--- config.mk ---
export PLATFORM = sky130hd
export DESIGN_NAME = mru_address_list_flat
export DESIGN_NICKNAME = d
export VERILOG_FILES = /design/src/hdl/mal_pkg.sv /design/src/hdl/mal_stream_if.sv /design/src/hdl/mru_address_list.sv /design/src/hdl/mal_ctrl.sv /design/src/hdl/mal_datapath.sv /design/src/flat_wrapper.sv
export SDC_FILE = /design/constraint.sdc
export NUM_CORES = 1
export LEC_CHECK = 0
export BUFFER_PORTS_ARGS = -buffer_cell sky130_fd_sc_hd__buf_2
export CORE_AREA = 4 4 41 43
export DETAILED_ROUTE_END_ITERATION = 8
export DIE_AREA = 0 0 45 47
export PLACE_DENSITY_LB_ADDON = 0.2
export SLEW_MARGIN = 20
export SYNTH_ARGS = -nofsm -noshare
export SYNTH_HDL_FRONTEND = slang
export SYNTH_SLANG_ARGS = --single-unit
--- constraint.sdc ---
create_clock -name clk_i -period 1.05 [get_ports clk_i]
set_input_delay 0.2625 -clock clk_i [delete_from_list [all_inputs] [get_ports clk_i]]
set_output_delay 0.2625 -clock clk_i [all_outputs]
set_load 0.005 [all_outputs]
--- src/hdl/mal_pkg.sv ---
// ----------------------------------------------------------------------------
// mal_pkg
// Types, codes and constants shared by the MRU address list block.
// ----------------------------------------------------------------------------
package mal_pkg;

  localparam int DEFAULT_LIST_DEPTH = 8;
  localparam int MAC_W    = 48;
  localparam int NAME_W   = 64;
  localparam int INDEX_W  = 8;
  localparam int HIT_W    = 6;
  localparam int WINDOW_W = 7;

  localparam logic [WINDOW_W-1:0] ADD_WINDOW_RESET = 7'd8;

  typedef enum logic [1:0] {
    OP_ADD    = 2'd0,
    OP_FORGET = 2'd1,
    OP_REMOVE = 2'd2,
    OP_READ   = 2'd3
  } op_e;

  typedef enum logic [1:0] {
    ST_DONE    = 2'd0,
    ST_INVALID = 2'd1,
    ST_MISS    = 2'd2
  } status_e;

  typedef enum logic [1:0] {
    S_IDLE,
    S_COMPARE,
    S_UPDATE
  } state_e;

  typedef struct packed {
    logic [1:0]         operation;
    logic [MAC_W-1:0]   mac_addr;
    logic [NAME_W-1:0]  name_value;
    logic [INDEX_W-1:0] entry_index;
  } req_t;

  typedef struct packed {
    logic [1:0]        status;
    logic              hit;
    logic [HIT_W-1:0]  hit_index;
    logic [MAC_W-1:0]  read_mac;
    logic [NAME_W-1:0] read_name;
    logic              changed;
  } rsp_t;

  typedef logic [WINDOW_W-1:0] cfg_t;

  typedef struct packed {
    logic load_req;
    logic compare;
    logic apply;
  } ctrl_cmd_t;

endpackage

--- src/hdl/mal_stream_if.sv ---
// ----------------------------------------------------------------------------
// mal_stream_if
// Valid/ready channel carrying one payload word of type T.
// ----------------------------------------------------------------------------
interface mal_stream_if #(
  parameter type T = logic
) ();

  logic valid;
  logic ready;
  T     data;

  modport source (output valid, output data, input ready);
  modport sink   (input valid, input data, output ready);

endinterface

--- src/hdl/mru_address_list.sv ---
// ----------------------------------------------------------------------------
// mru_address_list
// Most-recently-used list of address/name entries with add, forget, remove
// and read requests.
// ----------------------------------------------------------------------------
// Flow: an accepted request passes a parallel compare across the cells and
//   then a shift/update step, after which the result is offered.
// Overlap: a new request is taken in the update state (or while idle),
//   stalled only while the previous result has not been taken.
// Reset: all entries cleared to zero, add_window set to 8, no result pending.
// The configuration channel is always ready.
module mru_address_list
  import mal_pkg::*;
#(
  parameter int LIST_DEPTH = DEFAULT_LIST_DEPTH
) (
  input  logic         clk_i,
  input  logic         rst_ni,
  mal_stream_if.sink   req_i,
  mal_stream_if.source rsp_o,
  mal_stream_if.sink   cfg_i
);

  ctrl_cmd_t cmd;
  rsp_t      rsp_data;

  assign cfg_i.ready = 1'b1;

  mal_ctrl u_ctrl (
    .clk_i       (clk_i),
    .rst_ni      (rst_ni),
    .req_valid_i (req_i.valid),
    .req_ready_o (req_i.ready),
    .rsp_valid_o (rsp_o.valid),
    .rsp_ready_i (rsp_o.ready),
    .cmd_o       (cmd)
  );

  mal_datapath #(
    .LIST_DEPTH (LIST_DEPTH)
  ) u_datapath (
    .clk_i      (clk_i),
    .rst_ni     (rst_ni),
    .cmd_i      (cmd),
    .req_i      (req_i.data),
    .cfg_we_i   (cfg_i.valid),
    .cfg_data_i (cfg_i.data),
    .rsp_o      (rsp_data)
  );

  assign rsp_o.data = rsp_data;

endmodule

--- src/hdl/mal_ctrl.sv ---
// ----------------------------------------------------------------------------
// mal_ctrl
// Sequencer: request capture, parallel compare, shift/update and output hold.
// ----------------------------------------------------------------------------
module mal_ctrl
  import mal_pkg::*;
(
  input  logic      clk_i,
  input  logic      rst_ni,
  input  logic      req_valid_i,
  output logic      req_ready_o,
  output logic      rsp_valid_o,
  input  logic      rsp_ready_i,
  output ctrl_cmd_t cmd_o
);

  state_e state_q, state_d;
  logic   out_valid_q, out_valid_d;
  logic   can_apply;
  logic   req_ready;

  // result slot frees up in the same cycle it is taken
  assign can_apply = !out_valid_q || rsp_ready_i;

  always_comb begin
    req_ready = 1'b0;
    case (state_q)
      S_IDLE:   req_ready = 1'b1;
      S_UPDATE: req_ready = can_apply;
      default:  req_ready = 1'b0;
    endcase
  end

  // next state
  always_comb begin
    state_d = state_q;
    case (state_q)
      S_IDLE: begin
        if (req_valid_i) state_d = S_COMPARE;
      end
      S_COMPARE: state_d = S_UPDATE;
      S_UPDATE: begin
        if (can_apply) state_d = req_valid_i ? S_COMPARE : S_IDLE;
      end
      default: state_d = S_IDLE;
    endcase
  end

  // outputs
  always_comb begin
    cmd_o.load_req = req_valid_i && req_ready;
    cmd_o.compare  = (state_q == S_COMPARE);
    cmd_o.apply    = (state_q == S_UPDATE) && can_apply;
    req_ready_o    = req_ready;
    rsp_valid_o    = out_valid_q;
  end

  always_comb begin
    out_valid_d = out_valid_q;
    if (cmd_o.apply)      out_valid_d = 1'b1;
    else if (rsp_ready_i) out_valid_d = 1'b0;
  end

  always_ff @(posedge clk_i or negedge rst_ni) begin
    if (!rst_ni) begin
      state_q     <= S_IDLE;
      out_valid_q <= 1'b0;
    end else begin
      state_q     <= state_d;
      out_valid_q <= out_valid_d;
    end
  end

  a_apply_slot_free: assert property (@(posedge clk_i) disable iff (!rst_ni)
    cmd_o.apply |-> (!out_valid_q || rsp_ready_i))
    else $error("update applied while result slot still occupied");

  a_apply_sets_valid: assert property (@(posedge clk_i) disable iff (!rst_ni)
    cmd_o.apply |=> rsp_valid_o)
    else $error("result not presented after update");

  a_compare_after_load: assert property (@(posedge clk_i) disable iff (!rst_ni)
    cmd_o.load_req |=> cmd_o.compare)
    else $error("compare did not follow request capture");

  a_no_load_in_compare: assert property (@(posedge clk_i) disable iff (!rst_ni)
    cmd_o.compare |-> !cmd_o.load_req && !cmd_o.apply)
    else $error("request taken or update applied during compare");

endmodule

--- src/hdl/mal_datapath.sv ---
// ----------------------------------------------------------------------------
// mal_datapath
// Entry cells, parallel address compare, shift network and result register.
// ----------------------------------------------------------------------------
module mal_datapath
  import mal_pkg::*;
#(
  parameter int LIST_DEPTH = DEFAULT_LIST_DEPTH
) (
  input  logic      clk_i,
  input  logic      rst_ni,
  input  ctrl_cmd_t cmd_i,
  input  req_t      req_i,
  input  logic      cfg_we_i,
  input  cfg_t      cfg_data_i,
  output rsp_t      rsp_o
);

  localparam int IW = $clog2(LIST_DEPTH);
  localparam int WW = $clog2(LIST_DEPTH + 1);
  localparam logic [WINDOW_W-1:0] WIN_MAX   = WINDOW_W'(LIST_DEPTH);
  localparam logic [INDEX_W-1:0]  IDX_LIMIT = INDEX_W'(LIST_DEPTH);

  cfg_t              add_window_q;
  req_t              req_q;
  logic [MAC_W-1:0]  addr_q  [LIST_DEPTH];
  logic [NAME_W-1:0] label_q [LIST_DEPTH];
  logic [MAC_W-1:0]  addr_d  [LIST_DEPTH];
  logic [NAME_W-1:0] label_d [LIST_DEPTH];

  logic          found_q, found_c;
  logic [IW-1:0] found_idx_q, found_idx_c;
  logic [IW-1:0] evict_q;
  logic [WW-1:0] win_c;
  logic [WINDOW_W-1:0] win_clamp;
  logic [LIST_DEPTH-1:0] match;

  rsp_t rsp_q, rsp_d;

  always_ff @(posedge clk_i or negedge rst_ni) begin
    if (!rst_ni) begin
      add_window_q <= ADD_WINDOW_RESET;
    end else if (cfg_we_i) begin
      add_window_q <= cfg_data_i;
    end
  end

  always_ff @(posedge clk_i) begin
    if (cmd_i.load_req) req_q <= req_i;
  end

  // window clamped to 1..LIST_DEPTH
  always_comb begin
    win_clamp = add_window_q;
    if (add_window_q == '0)          win_clamp = WINDOW_W'(1);
    else if (add_window_q > WIN_MAX) win_clamp = WIN_MAX;
    win_c = WW'(win_clamp);
  end

  // compare all cells in parallel; forget searches the whole list
  always_comb begin
    for (int i = 0; i < LIST_DEPTH; i++) begin
      match[i] = (addr_q[i] == req_q.mac_addr) &&
                 ((req_q.operation == OP_FORGET) || (WW'(i) < win_c));
    end
  end

  always_comb begin
    found_c     = 1'b0;
    found_idx_c = '0;
    for (int i = LIST_DEPTH - 1; i >= 0; i--) begin
      if (match[i]) begin
        found_c     = 1'b1;
        found_idx_c = IW'(i);
      end
    end
  end

  always_ff @(posedge clk_i) begin
    if (cmd_i.compare) begin
      found_q     <= found_c;
      found_idx_q <= found_idx_c;
      evict_q     <= IW'(win_c - WW'(1));
    end
  end

  // update stage
  logic              addr_ok, idx_ok, add_go, del_go;
  logic [IW-1:0]     idx_pos, ins_pos, del_pos;
  logic [NAME_W-1:0] kept_name, new_name;

  always_comb begin
    addr_ok   = (req_q.mac_addr != '0) && (req_q.mac_addr != '1);
    idx_ok    = req_q.entry_index < IDX_LIMIT;
    idx_pos   = req_q.entry_index[IW-1:0];
    add_go    = (req_q.operation == OP_ADD) && addr_ok;
    del_go    = ((req_q.operation == OP_FORGET) && found_q) ||
                ((req_q.operation == OP_REMOVE) && idx_ok);
    ins_pos   = found_q ? found_idx_q : evict_q;
    del_pos   = (req_q.operation == OP_FORGET) ? found_idx_q : idx_pos;
    kept_name = found_q ? label_q[found_idx_q] : '0;
    new_name  = (req_q.name_value != '0) ? req_q.name_value : kept_name;

    for (int i = 0; i < LIST_DEPTH; i++) begin
      addr_d[i]  = addr_q[i];
      label_d[i] = label_q[i];
      if (add_go) begin
        if (i == 0) begin
          addr_d[i]  = req_q.mac_addr;
          label_d[i] = new_name;
        end else if (IW'(i) <= ins_pos) begin
          addr_d[i]  = addr_q[(i > 0) ? i - 1 : 0];
          label_d[i] = label_q[(i > 0) ? i - 1 : 0];
        end
      end else if (del_go && (IW'(i) >= del_pos)) begin
        if (i == LIST_DEPTH - 1) begin
          addr_d[i]  = '0;
          label_d[i] = '0;
        end else begin
          addr_d[i]  = addr_q[(i < LIST_DEPTH - 1) ? i + 1 : i];
          label_d[i] = label_q[(i < LIST_DEPTH - 1) ? i + 1 : i];
        end
      end
    end
  end

  always_ff @(posedge clk_i or negedge rst_ni) begin
    if (!rst_ni) begin
      for (int i = 0; i < LIST_DEPTH; i++) begin
        addr_q[i]  <= '0;
        label_q[i] <= '0;
      end
    end else if (cmd_i.apply) begin
      for (int i = 0; i < LIST_DEPTH; i++) begin
        addr_q[i]  <= addr_d[i];
        label_q[i] <= label_d[i];
      end
    end
  end

  always_comb begin
    rsp_d           = '0;
    rsp_d.changed   = add_go || del_go;
    case (req_q.operation)
      OP_ADD: begin
        rsp_d.status = addr_ok ? ST_DONE : ST_INVALID;
        rsp_d.hit    = addr_ok && found_q;
      end
      OP_FORGET: begin
        rsp_d.status = found_q ? ST_DONE : ST_MISS;
        rsp_d.hit    = found_q;
      end
      OP_REMOVE: begin
        rsp_d.status = idx_ok ? ST_DONE : ST_MISS;
      end
      OP_READ: begin
        rsp_d.status = idx_ok ? ST_DONE : ST_MISS;
        if (idx_ok) begin
          rsp_d.read_mac  = addr_q[idx_pos];
          rsp_d.read_name = label_q[idx_pos];
        end
      end
      default: rsp_d.status = ST_MISS;
    endcase
    rsp_d.hit_index = rsp_d.hit ? HIT_W'(found_idx_q) : '0;
  end

  always_ff @(posedge clk_i) begin
    if (cmd_i.apply) rsp_q <= rsp_d;
  end

  assign rsp_o = rsp_q;

  a_reject_no_change: assert property (@(posedge clk_i) disable iff (!rst_ni)
    (cmd_i.apply && (req_q.operation == OP_ADD) && !addr_ok) |=>
      (!rsp_q.changed && !rsp_q.hit && (rsp_q.status == ST_INVALID)))
    else $error("rejected address reported as a change or hit");

  a_add_front: assert property (@(posedge clk_i) disable iff (!rst_ni)
    (cmd_i.apply && add_go) |=> (addr_q[0] == $past(req_q.mac_addr)))
    else $error("added address not at the front");

  a_hit_zero_index: assert property (@(posedge clk_i) disable iff (!rst_ni)
    (cmd_i.apply && !rsp_d.hit) |=> (rsp_q.hit_index == '0))
    else $error("hit index set without a hit");

endmodule
--- src/flat_wrapper.sv ---
// flat-port wrapper written by rule: the top's interface ports become plain ports
module mru_address_list_flat import mal_pkg::*;
#(
  parameter int LIST_DEPTH = DEFAULT_LIST_DEPTH
)
  (clk_i, rst_ni, req_i_valid, req_i_data, req_i_ready, rsp_o_valid, rsp_o_data, rsp_o_ready, cfg_i_valid, cfg_i_data, cfg_i_ready);
  mal_stream_if req_i_i ();
  mal_stream_if rsp_o_i ();
  mal_stream_if cfg_i_i ();
  input  logic clk_i;
  input  logic rst_ni;
  input wire logic [$bits(req_i_i.valid)-1:0] req_i_valid;
  input wire logic [$bits(req_i_i.data)-1:0] req_i_data;
  output wire logic [$bits(req_i_i.ready)-1:0] req_i_ready;
  output wire logic [$bits(rsp_o_i.valid)-1:0] rsp_o_valid;
  output wire logic [$bits(rsp_o_i.data)-1:0] rsp_o_data;
  input wire logic [$bits(rsp_o_i.ready)-1:0] rsp_o_ready;
  input wire logic [$bits(cfg_i_i.valid)-1:0] cfg_i_valid;
  input wire logic [$bits(cfg_i_i.data)-1:0] cfg_i_data;
  output wire logic [$bits(cfg_i_i.ready)-1:0] cfg_i_ready;
  assign req_i_i.valid = req_i_valid;
  assign req_i_i.data = req_i_data;
  assign req_i_ready = req_i_i.ready;
  assign rsp_o_valid = rsp_o_i.valid;
  assign rsp_o_data = rsp_o_i.data;
  assign rsp_o_i.ready = rsp_o_ready;
  assign cfg_i_i.valid = cfg_i_valid;
  assign cfg_i_i.data = cfg_i_data;
  assign cfg_i_ready = cfg_i_i.ready;
  mru_address_list #(.LIST_DEPTH(LIST_DEPTH)) u_core (.clk_i(clk_i), .rst_ni(rst_ni), .req_i(req_i_i), .rsp_o(rsp_o_i), .cfg_i(cfg_i_i));
endmodule
==> out/qor.csv, run 1 <==
stage,metric,value,unit
floorplan,die area,2115,um2
timing,max-slew violation count,0,
grt,vias in the first global route,153,
clock_network,maximum level of the CTS H-tree,1,
clock_network,clk_lat worst skew,0.23,ns
finish,multi-input combinational cell area,45.04,um2
logic_synthesis,top cell type's share of synthesized area,52.63,%
logic_synthesis,largest cells by area after synthesis,"dfrtp_1, buf_4, mux2_2, and3b_1, conb_1",
min_path,min-delay worst type,input port to flop,
power,Leak Pwr,0.1139,nW
worst_setup_path,CP arrival,1.01,ns
timing,RSZ-0062 raised after global routing,true,
worst_setup_path,R2R Path Start,u_core.u_ctrl.state_q[1]$_DFFE_PN0P_,
drt,drt pass-1 iters,2,
worst_setup_path,slowest CP cell,dfrtp_1,
floorplan,Die X-Extent,45,um
finish,Synth-to-Final Area Change,57.89,%
floorplan,Initial Util,10.96,%
drt,via count,119,
logic_synthesis,post-synthesis cell type count,9,
logic_synthesis,synthesized cell area,142.6,um2
clock_network,CTS buffer count,3,
logic_synthesis,syn nets,21,
outcome,outcome,"finished, violations left",
timing,Final Hold Vio Count,0,
finish,cell area after layout,225.2,um2
logic_synthesis,YS warnings,0,
grt,largest net degree at the start of global routing,5,
timing,fin crit period,1.275,ns
drt,via/cell ratio,3.132,
clock_network,# Post-CTS Setup Buffers,0,
grt,initial antenna violation count,0,
timing,fin crit share,121.4,%
clock_network,CTS tree,done,
outcome,violations in the final reports,setup timing,
logic_synthesis,post-synth top area cell,dfrtp_1,
finish,Filler cells,158,
logic_synthesis,Synth Register Bits,3,
floorplan,row count,13,
drt,post-route ant nets,0,
finish,nets,31,
finish,ant diodes,0,
worst_setup_path,Startpoint Class,flop,
timing,setup ws final,-0.2252,ns
worst_setup_path,Worst setup EP type,output pin,
floorplan,core area,1301,um2
clock_network,Root Driver,clkbuf_4,
finish,layout cells sized above 1,43.48,%
logic_synthesis,post-synthesis instance total,14,
drt,Wirelength per Cell,8.421,um
clock_network,# clock sinks,3,
job,max-cap violations,0,
power,total power,0.0004326,W
grt,gr usage total,4.434,%
power,Peak VDD IR,0.9540,mV
grt,first-pass GRT wire length,607,um
worst_setup_path,"CP delay by family, top",flip-flops,
power,total power per unit cell area,1921,nW/um2
drt,DRC viols,0,
drt,initial drt markers,1,
worst_setup_path,crit path from,u_core.u_ctrl.state_q[1]$_DFFE_PN0P_,
timing,FMAX,784.2,MHz
clock_network,clock transition at the registers of the reported paths,0.04,ns
place,count of input and output buffers,5,
logic_synthesis,synthesized area per cell,10.19,um2
logic_synthesis,"Seq/Total Area, Yosys",52.63,%
timing,clock skew,0.001814,ns
floorplan,num ports,11,
worst_setup_path,CP Cell Sequence,"and3b_1, nor2_1, buf_2",
drt,Routed WL,320,um
place,Post-DP Area,178.9,um2
worst_setup_path,Crit path required time,0.79,ns
finish,storage element area,75.07,um2
worst_setup_path,CP Buf/Inv Count,1,
worst_setup_path,CP max stage delay,0.37,ns
worst_setup_path,Worst Setup Path Type,flop to output pin,
place,GPL Wtd Cong,0.5730,
worst_setup_path,Crit Path Max Fanout,3,
grt,total grt overflow,0,
timing,final setup vio count,2,
clock_network,CTS max path bufs,2,
floorplan,Die Height,47,um
min_path,hold wc startpoint,rsp_o_ready,
registers in the layout (all words and copies together), names as in the netlist:
| name | flops |
|---|---|
| u_core.u_ctrl.state_q | 2 |
| u_core.u_ctrl.rsp_valid_o | 1 |
per-layer routing:
metal / routed length [um] / vias up / track usage, %
met4: 0 / 0 / 1.754
met1: 146 / 55 / 4.348
met2: 140 / 8 / 6.215
met5: 0 / - / 0
met3: 34 / 0 / 4.598
li1: - / 56 / -
final timing paths:
path	to	slack, ns	cells past startpoint
hold reg to reg	u_core.u_ctrl.state_q[0]$_DFFE_PN0P_	0.50	1
setup reg to reg	u_core.u_ctrl.state_q[1]$_DFFE_PN0P_	0.09	2
hold / removal	u_core.u_ctrl.rsp_valid_o$_DFFE_PN0P_	0.23	2
setup / recovery	req_i_ready	-0.23	3
min in group asynchronous	u_core.u_ctrl.rsp_valid_o$_DFFE_PN0P_	0.35	2
max in group asynchronous	u_core.u_ctrl.state_q[1]$_DFFE_PN0P_	0.59	2
cell type report:
| cell class | instances | share of cell area, % |
|---|---|---|
| multi-input combinational | 7 | 20.00 |
| inverter | 2 | 3.333 |
| clock buffer | 4 | 11.67 |
| tap | 15 | 8.333 |
| timing repair buffer | 7 | 23.33 |
| sequential | 3 | 33.33 |
Yosys cell counts:
library cell,n
and3b_1,1
buf_4,2
conb_1,2
dfrtp_1,3
inv_1,2
mux2_2,1
nor2_1,1
nor3b_1,1
o22ai_1,1
kinds of logic (layout without fill, tap and decap cells):
group	after synthesis	in the layout	share of synthesized area (%)
and+or+nand+nor	3	3	14.04
AOI/OAI and AO/OA	1	1	4.389
muxes	1	1	7.894
other	2	2	5.265
buffers and inverters	4	13	15.79
DFF	3	3	52.63
metrics by stage:
step	cells	setup slack [ns]	hold slack [ns]	TNS [ns]	utilization, %
after global placement	33	0.005975	0.05915	0	13.75
after global routing	38	-0.3319	0.2223	-0.4147	17.31
final	38	-0.2252	0.2312	-0.2684	17.31
after detailed placement	33	0.01015	0.06322	0	13.75
after floorplan	14	0.1204	-0.03309	0	-
after CTS	38	-0.2364	0.2268	-0.2912	17.31
power breakdown:
part           internal [W]  switching (W)
logic             0.0000534      0.0000299
registers          0.000134      0.0000123
clock network      0.000142      0.0000605
total              0.000330       0.000103
layout by cell type, fill, tap and decap left out, drive strengths merged:
master	count
o22ai	1
and3b	1
mux2	1
dlygate4sd3	1
conb	2
buf	6
clkbuf	4
nor3b	1
inv	2
nor2	1
dfrtp	3
timing repair:
action / in CTS / in global routing
hold endpoints to repair: 3 / 0
hold buffers: 1 / 0
endpoints found under the setup margin: 2 / 2
resized for setup: 2 / 0
(Power assumes the default switching activity.)
==> run 2: changes to the inputs <==
--- a/config.mk
+++ b/config.mk
@@ -5,7 +5,7 @@
 export SDC_FILE = /design/constraint.sdc
 export NUM_CORES = 1
 export LEC_CHECK = 0
-export BUFFER_PORTS_ARGS = -buffer_cell sky130_fd_sc_hd__buf_2
+export BUFFER_PORTS_ARGS = -buffer_cell sky130_fd_sc_hd__buf_4
 export CORE_AREA = 4 4 41 43
 export DETAILED_ROUTE_END_ITERATION = 8
 export DIE_AREA = 0 0 45 47
==> run 2 against run 1 <==
  * The flow still finishes with violations (setup timing)
  * Combinational power fell by 1%
  * Setup slack got worse by 0.00054 ns
  * Register-to-register slack got worse by 0.02 ns
  * Non-clock buffer count rose by 1
  * Via count fell by 2.5%
  * Die area did not move
  * First-iteration DRC count fell by 100%
  * Clock skew barely moved
  * Critical path type unchanged
  * Highest routed layer unchanged
  * Total power fell by 0.60%
  * Fmax barely moved
==> out/qor.csv, run 2 (synthesized netlist as in run 1, its figures left out) <==
stage,metric,value,unit
outcome,outcome,"finished, violations left",
outcome,violations in the final reports,setup timing,
finish,ant diodes,0,
timing,FMAX,783.9,MHz
worst_setup_path,slowest CP cell,dfrtp_1,
clock_network,clock transition at the registers of the reported paths,0.04,ns
finish,Largest register FFs,2,
worst_setup_path,Worst setup EP type,output pin,
drt,via/cell ratio,2.974,
power,total power,0.0004300,W
finish,multi-input combinational cell area,48.80,um2
timing,Hold WS,0.2290,ns
finish,nets,32,
min_path,Min-Delay Endpoint,u_core.u_ctrl.rsp_valid_o$_DFFE_PN0P_,
worst_setup_path,CP arrival,1.01,ns
timing,RSZ-0062 raised after global routing,true,
place,GPL Wtd Cong,0.5674,
min_path,hold wc startpoint,rsp_o_ready,
worst_setup_path,Worst Setup Path Type,flop to output pin,
drt,drt pass-1 iters,1,
drt,post-route ant nets,0,
finish,Synth-to-Final Area Change,67.54,%
floorplan,row count,13,
worst_setup_path,Critical R2R Capture,u_core.u_ctrl.state_q[0]$_DFFE_PN0P_,
finish,storage element area,75.07,um2
worst_setup_path,crit path from,u_core.u_ctrl.rsp_valid_o$_DFFE_PN0P_,
timing,final setup vio count,2,
floorplan,num ports,11,
timing,fin crit share,121.5,%
job,max-cap violations,0,
timing,Final Hold Vio Count,0,
worst_setup_path,cells on worst reg2reg path,3,
drt,via count,116,
min_path,hold path cells,2,
place,dpl ws,-0.02402,ns
place,count of input and output buffers,5,
drt,Routed WL,310,um
clock_network,# clock sinks,3,
finish,post-route insts no fill,39,
timing,max-slew violation count,0,
drt,DRC viols,0,
floorplan,core area,1301,um2
worst_setup_path,Crit path required time,0.79,ns
finish,Largest Register,u_core.u_ctrl.state_q,
grt,largest net degree at the start of global routing,5,
grt,gr usage total,4.589,%
worst_setup_path,CP Cell Sequence,"and3b_2, nor2_2, buf_4",
finish,"commonest non-fill, non-tap cells in the layout","buf_4, clkbuf_4, dfrtp_1",
timing,fin crit period,1.276,ns
finish,Filler cells,160,
worst_setup_path,R2R Path Start,u_core.u_ctrl.rsp_valid_o$_DFFE_PN0P_,
clock_network,CTS buffer count,3,
grt,vias in the first global route,141,
finish,"commonest non-fill, non-tap cell in the layout",buf_4,
place,Post-DP Area,191.4,um2
clock_network,clk_lat worst skew,0.23,ns
clock_network,Root Driver,clkbuf_4,
worst_setup_path,CP max stage delay,0.36,ns
drt,initial drt markers,0,
timing,setup ws final,-0.2257,ns
worst_setup_path,flop2flop setup slack,0.07,ns
floorplan,Die Height,47,um
place,placed insts,33,
clock_network,maximum level of the CTS H-tree,1,
finish,cell area after layout,239.0,um2
power,Leak Pwr,0.1209,nW
clock_network,CTS tree,done,
min_path,min-delay worst type,input port to flop,
finish,layout cells sized above 1,54.17,%
power,total power per unit cell area,1799,nW/um2
drt,Wirelength per Cell,7.949,um
floorplan,die area,2115,um2
power,Peak VDD IR,0.5566,mV
worst_setup_path,Crit Path Max Fanout,3,
floorplan,Initial Util,10.96,%
timing,clock skew,0.002293,ns
clock_network,CTS max path bufs,2,
grt,initial antenna violation count,0,
floorplan,Die X-Extent,45,um
worst_setup_path,Startpoint Class,flop,
grt,first-pass GRT wire length,600,um
grt,total grt overflow,0,
run 2: how the worst max path moves through the flow:
stage / slack, ns / to / depth (start not counted)
2_1_floorplan: 0.12 / u_core.u_ctrl.state_q[1]$_DFFE_PN0P_ / 2
3_3_place_gp: -0.02 / req_i_ready / 4
3_5_place_dp: -0.02 / req_i_ready / 4
4_1_cts: -0.24 / req_i_ready / 3
5_1_grt: -0.29 / req_i_ready / 3
6_report: -0.23 / req_i_ready / 3
run 2: worst max-delay path: cells and delay by family (launching register included):
| kind | cells | cell delay, ns |
|---|---|---|
| AND/OR/NAND/NOR | 2 | 0.32 |
| buffers and inverters | 1 | 0.11 |
| flip-flops | 1 | 0.36 |
run 2: metrics by stage:
step           utilization (%)  setup TNS, ns
2_1_floorplan                -              0
3_3_place_gp             14.71       -0.01993
3_5_place_dp             14.71       -0.02402
4_1_cts                  17.50        -0.3072
5_1_grt                  18.37        -0.4230
6_report                 18.37        -0.2864
run 2: where the power goes:
part | switching, W | internal (W) | total [W]
clock network | 0.0000606 | 0.000142 | 0.000203
registers | 0.0000108 | 0.000134 | 0.000145
logic | 0.0000289 | 0.0000532 | 0.0000822
run 2: what timing repair did:
item | 4_1_cts | 5_1_grt
resized for setup | 0 | 2
hold buffers | 1 | 0
endpoints found under the setup margin | 2 | 2
setup buffers | 0 | 1
hold endpoints to repair | 3 | 0
pin swaps | 0 | 1
gates cloned | 0 | 0
run 2: area by class of cell:
class                   instances  share of cell area (%)
clock buffers                   4                   10.99
inverters                       2                   3.141
multi-input cells               7                   20.42
flip-flops and latches          3                   31.41
well taps                      15                   7.853
repair buffers                  8                   26.18
run 2: metal layers:
layer	share of wire, %	global-route usage (%)
met5	0	0
met4	0	5.263
met3	16	4.215
met2	37	5.085
met1	46	4.566
==> run 3: changes to the inputs <==
--- a/config.mk
+++ b/config.mk
@@ -9,7 +9,9 @@
 export CORE_AREA = 4 4 41 43
 export DETAILED_ROUTE_END_ITERATION = 8
 export DIE_AREA = 0 0 45 47
+export MAX_ROUTING_LAYER = met4
 export PLACE_DENSITY_LB_ADDON = 0.2
+export SKIP_CTS_REPAIR_TIMING = 1
 export SLEW_MARGIN = 20
 export SYNTH_ARGS = -nofsm -noshare
 export SYNTH_HDL_FRONTEND = slang
==> run 3 against run 2 <==
  * The flow still finishes with violations (setup timing)
  * Critical path depth unchanged
  * Design area did not move
  * Via count is the same
  * Critical path type unchanged
  * Largest power group unchanged
==> out/qor.csv, run 3 (synthesized netlist as in run 1, its figures left out) <==
stage,metric,value,unit
timing,final setup vio count,2,
place,dpl ws,-0.02402,ns
drt,initial drt markers,0,
grt,total grt overflow,0,
finish,Synth-to-Final Area Change,67.54,%
worst_setup_path,flop2flop setup slack,0.07,ns
outcome,outcome,"finished, violations left",
drt,via/cell ratio,2.974,
outcome,violations in the final reports,setup timing,
finish,cell area after layout,239.0,um2
finish,Largest Register,u_core.u_ctrl.state_q,
worst_setup_path,Worst setup EP type,output pin,
floorplan,Initial Util,10.96,%
floorplan,core area,1301,um2
power,total power per unit cell area,1802,nW/um2
worst_setup_path,CP arrival,1.01,ns
drt,drt pass-1 iters,1,
place,count of input and output buffers,5,
floorplan,Die Height,47,um
power,Peak VDD IR,0.5566,mV
place,placed insts,33,
finish,Largest register FFs,2,
place,Post-DP Area,191.4,um2
min_path,hold wc startpoint,rsp_o_ready,
clock_network,CTS max path bufs,2,
place,GPL Wtd Cong,0.5701,
finish,"commonest non-fill, non-tap cells in the layout","buf_4, clkbuf_4, dfrtp_1",
timing,fin crit share,121.6,%
finish,nets,32,
timing,setup ws final,-0.2265,ns
min_path,min-delay worst type,input port to flop,
finish,"commonest non-fill, non-tap cell in the layout",buf_4,
finish,layout cells sized above 1,54.17,%
drt,Routed WL,309,um
grt,vias in the first global route,132,
clock_network,clock transition at the registers of the reported paths,0.04,ns
timing,max-slew violation count,0,
grt,gr usage total,4.493,%
job,max-cap violations,0,
timing,RSZ-0062 raised after global routing,true,
clock_network,CTS buffer count,3,
floorplan,die area,2115,um2
finish,post-route insts no fill,39,
finish,storage element area,75.07,um2
drt,DRC viols,0,
clock_network,Root Driver,clkbuf_4,
drt,Wirelength per Cell,7.923,um
clock_network,# clock sinks,3,
min_path,Min-Delay Endpoint,u_core.u_ctrl.rsp_valid_o$_DFFE_PN0P_,
timing,FMAX,783.4,MHz
worst_setup_path,Crit path required time,0.79,ns
timing,Final Hold Vio Count,0,
grt,largest net degree at the start of global routing,5,
drt,via count,116,
finish,ant diodes,0,
floorplan,Die X-Extent,45,um
drt,post-route ant nets,0,
timing,clock skew,0.002840,ns
grt,initial antenna violation count,0,
min_path,hold path cells,2,
worst_setup_path,Startpoint Class,flop,
grt,first-pass GRT wire length,565,um
floorplan,num ports,11,
worst_setup_path,Critical R2R Capture,u_core.u_ctrl.state_q[0]$_DFFE_PN0P_,
clock_network,maximum level of the CTS H-tree,1,
floorplan,row count,13,
worst_setup_path,cells on worst reg2reg path,3,
clock_network,CTS tree,done,
timing,fin crit period,1.277,ns
worst_setup_path,R2R Path Start,u_core.u_ctrl.rsp_valid_o$_DFFE_PN0P_,
power,total power,0.0004307,W
clock_network,clk_lat worst skew,0.23,ns
finish,multi-input combinational cell area,48.80,um2
worst_setup_path,Crit Path Max Fanout,3,
power,Leak Pwr,0.1209,nW
worst_setup_path,Worst Setup Path Type,flop to output pin,
finish,Filler cells,160,
[run 3: cell counts in the layout (fill, tap and decap cells not counted)]
Identical to the previous run, type by type.
[run 3: final cells by class]
class	instances	share of cell area (%)
clock buffers	4	10.99
repair buffers	8	26.18
flip-flops and latches	3	31.41
multi-input cells	7	20.42
well taps	15	7.853
inverters	2	3.141
[run 3: critical path: stages, from the launching register on]
cell     delay (ns)
dfrtp_1        0.36
and3b_2        0.24
nor2_2         0.08
buf_4          0.11
[run 3: through the flow]
step | setup TNS [ns] | utilization (%) | hold slack, ns
after floorplan | 0 | - | -0.03309
after global placement | -0.01993 | 14.71 | 0.05377
after detailed placement | -0.02402 | 14.71 | 0.05574
after CTS | -0.3072 | 16.73 | -0.1951
after global routing | -0.4230 | 18.37 | 0.2153
final | -0.2879 | 18.37 | 0.2283
[run 3: worst max path at each step]
stage                                                      from                              endpoint  cells past startpoint
final                     u_core.u_ctrl.rsp_valid_o$_DFFE_PN0P_                           req_i_ready                      3
after global routing      u_core.u_ctrl.rsp_valid_o$_DFFE_PN0P_                           req_i_ready                      3
after CTS                  u_core.u_ctrl.state_q[1]$_DFFE_PN0P_                           req_i_ready                      3
after detailed placement                            rsp_o_ready                           req_i_ready                      4
after global placement                              rsp_o_ready                           req_i_ready                      4
after floorplan           u_core.u_ctrl.rsp_valid_o$_DFFE_PN0P_  u_core.u_ctrl.state_q[1]$_DFFE_PN0P_                      2
[run 3: power by group]
group / internal (W) / total (W) / switching (W)
registers: 0.000134 / 0.000145 / 0.0000108
clock network: 0.000143 / 0.000204 / 0.0000612
logic: 0.0000532 / 0.0000821 / 0.0000289
total: 0.000330 / 0.000431 / 0.000101
[run 3: layer usage]
| metal | share of wire, % | GRT usage (%) | up-vias |
|---|---|---|---|
| li1 | - | - | 60 |
| met2 | 37 | 4.520 | 6 |
| met5 | 0 | - | - |
| met4 | 0 | 5.263 | 0 |
| met3 | 16 | 4.215 | 0 |
| met1 | 47 | 4.338 | 50 |
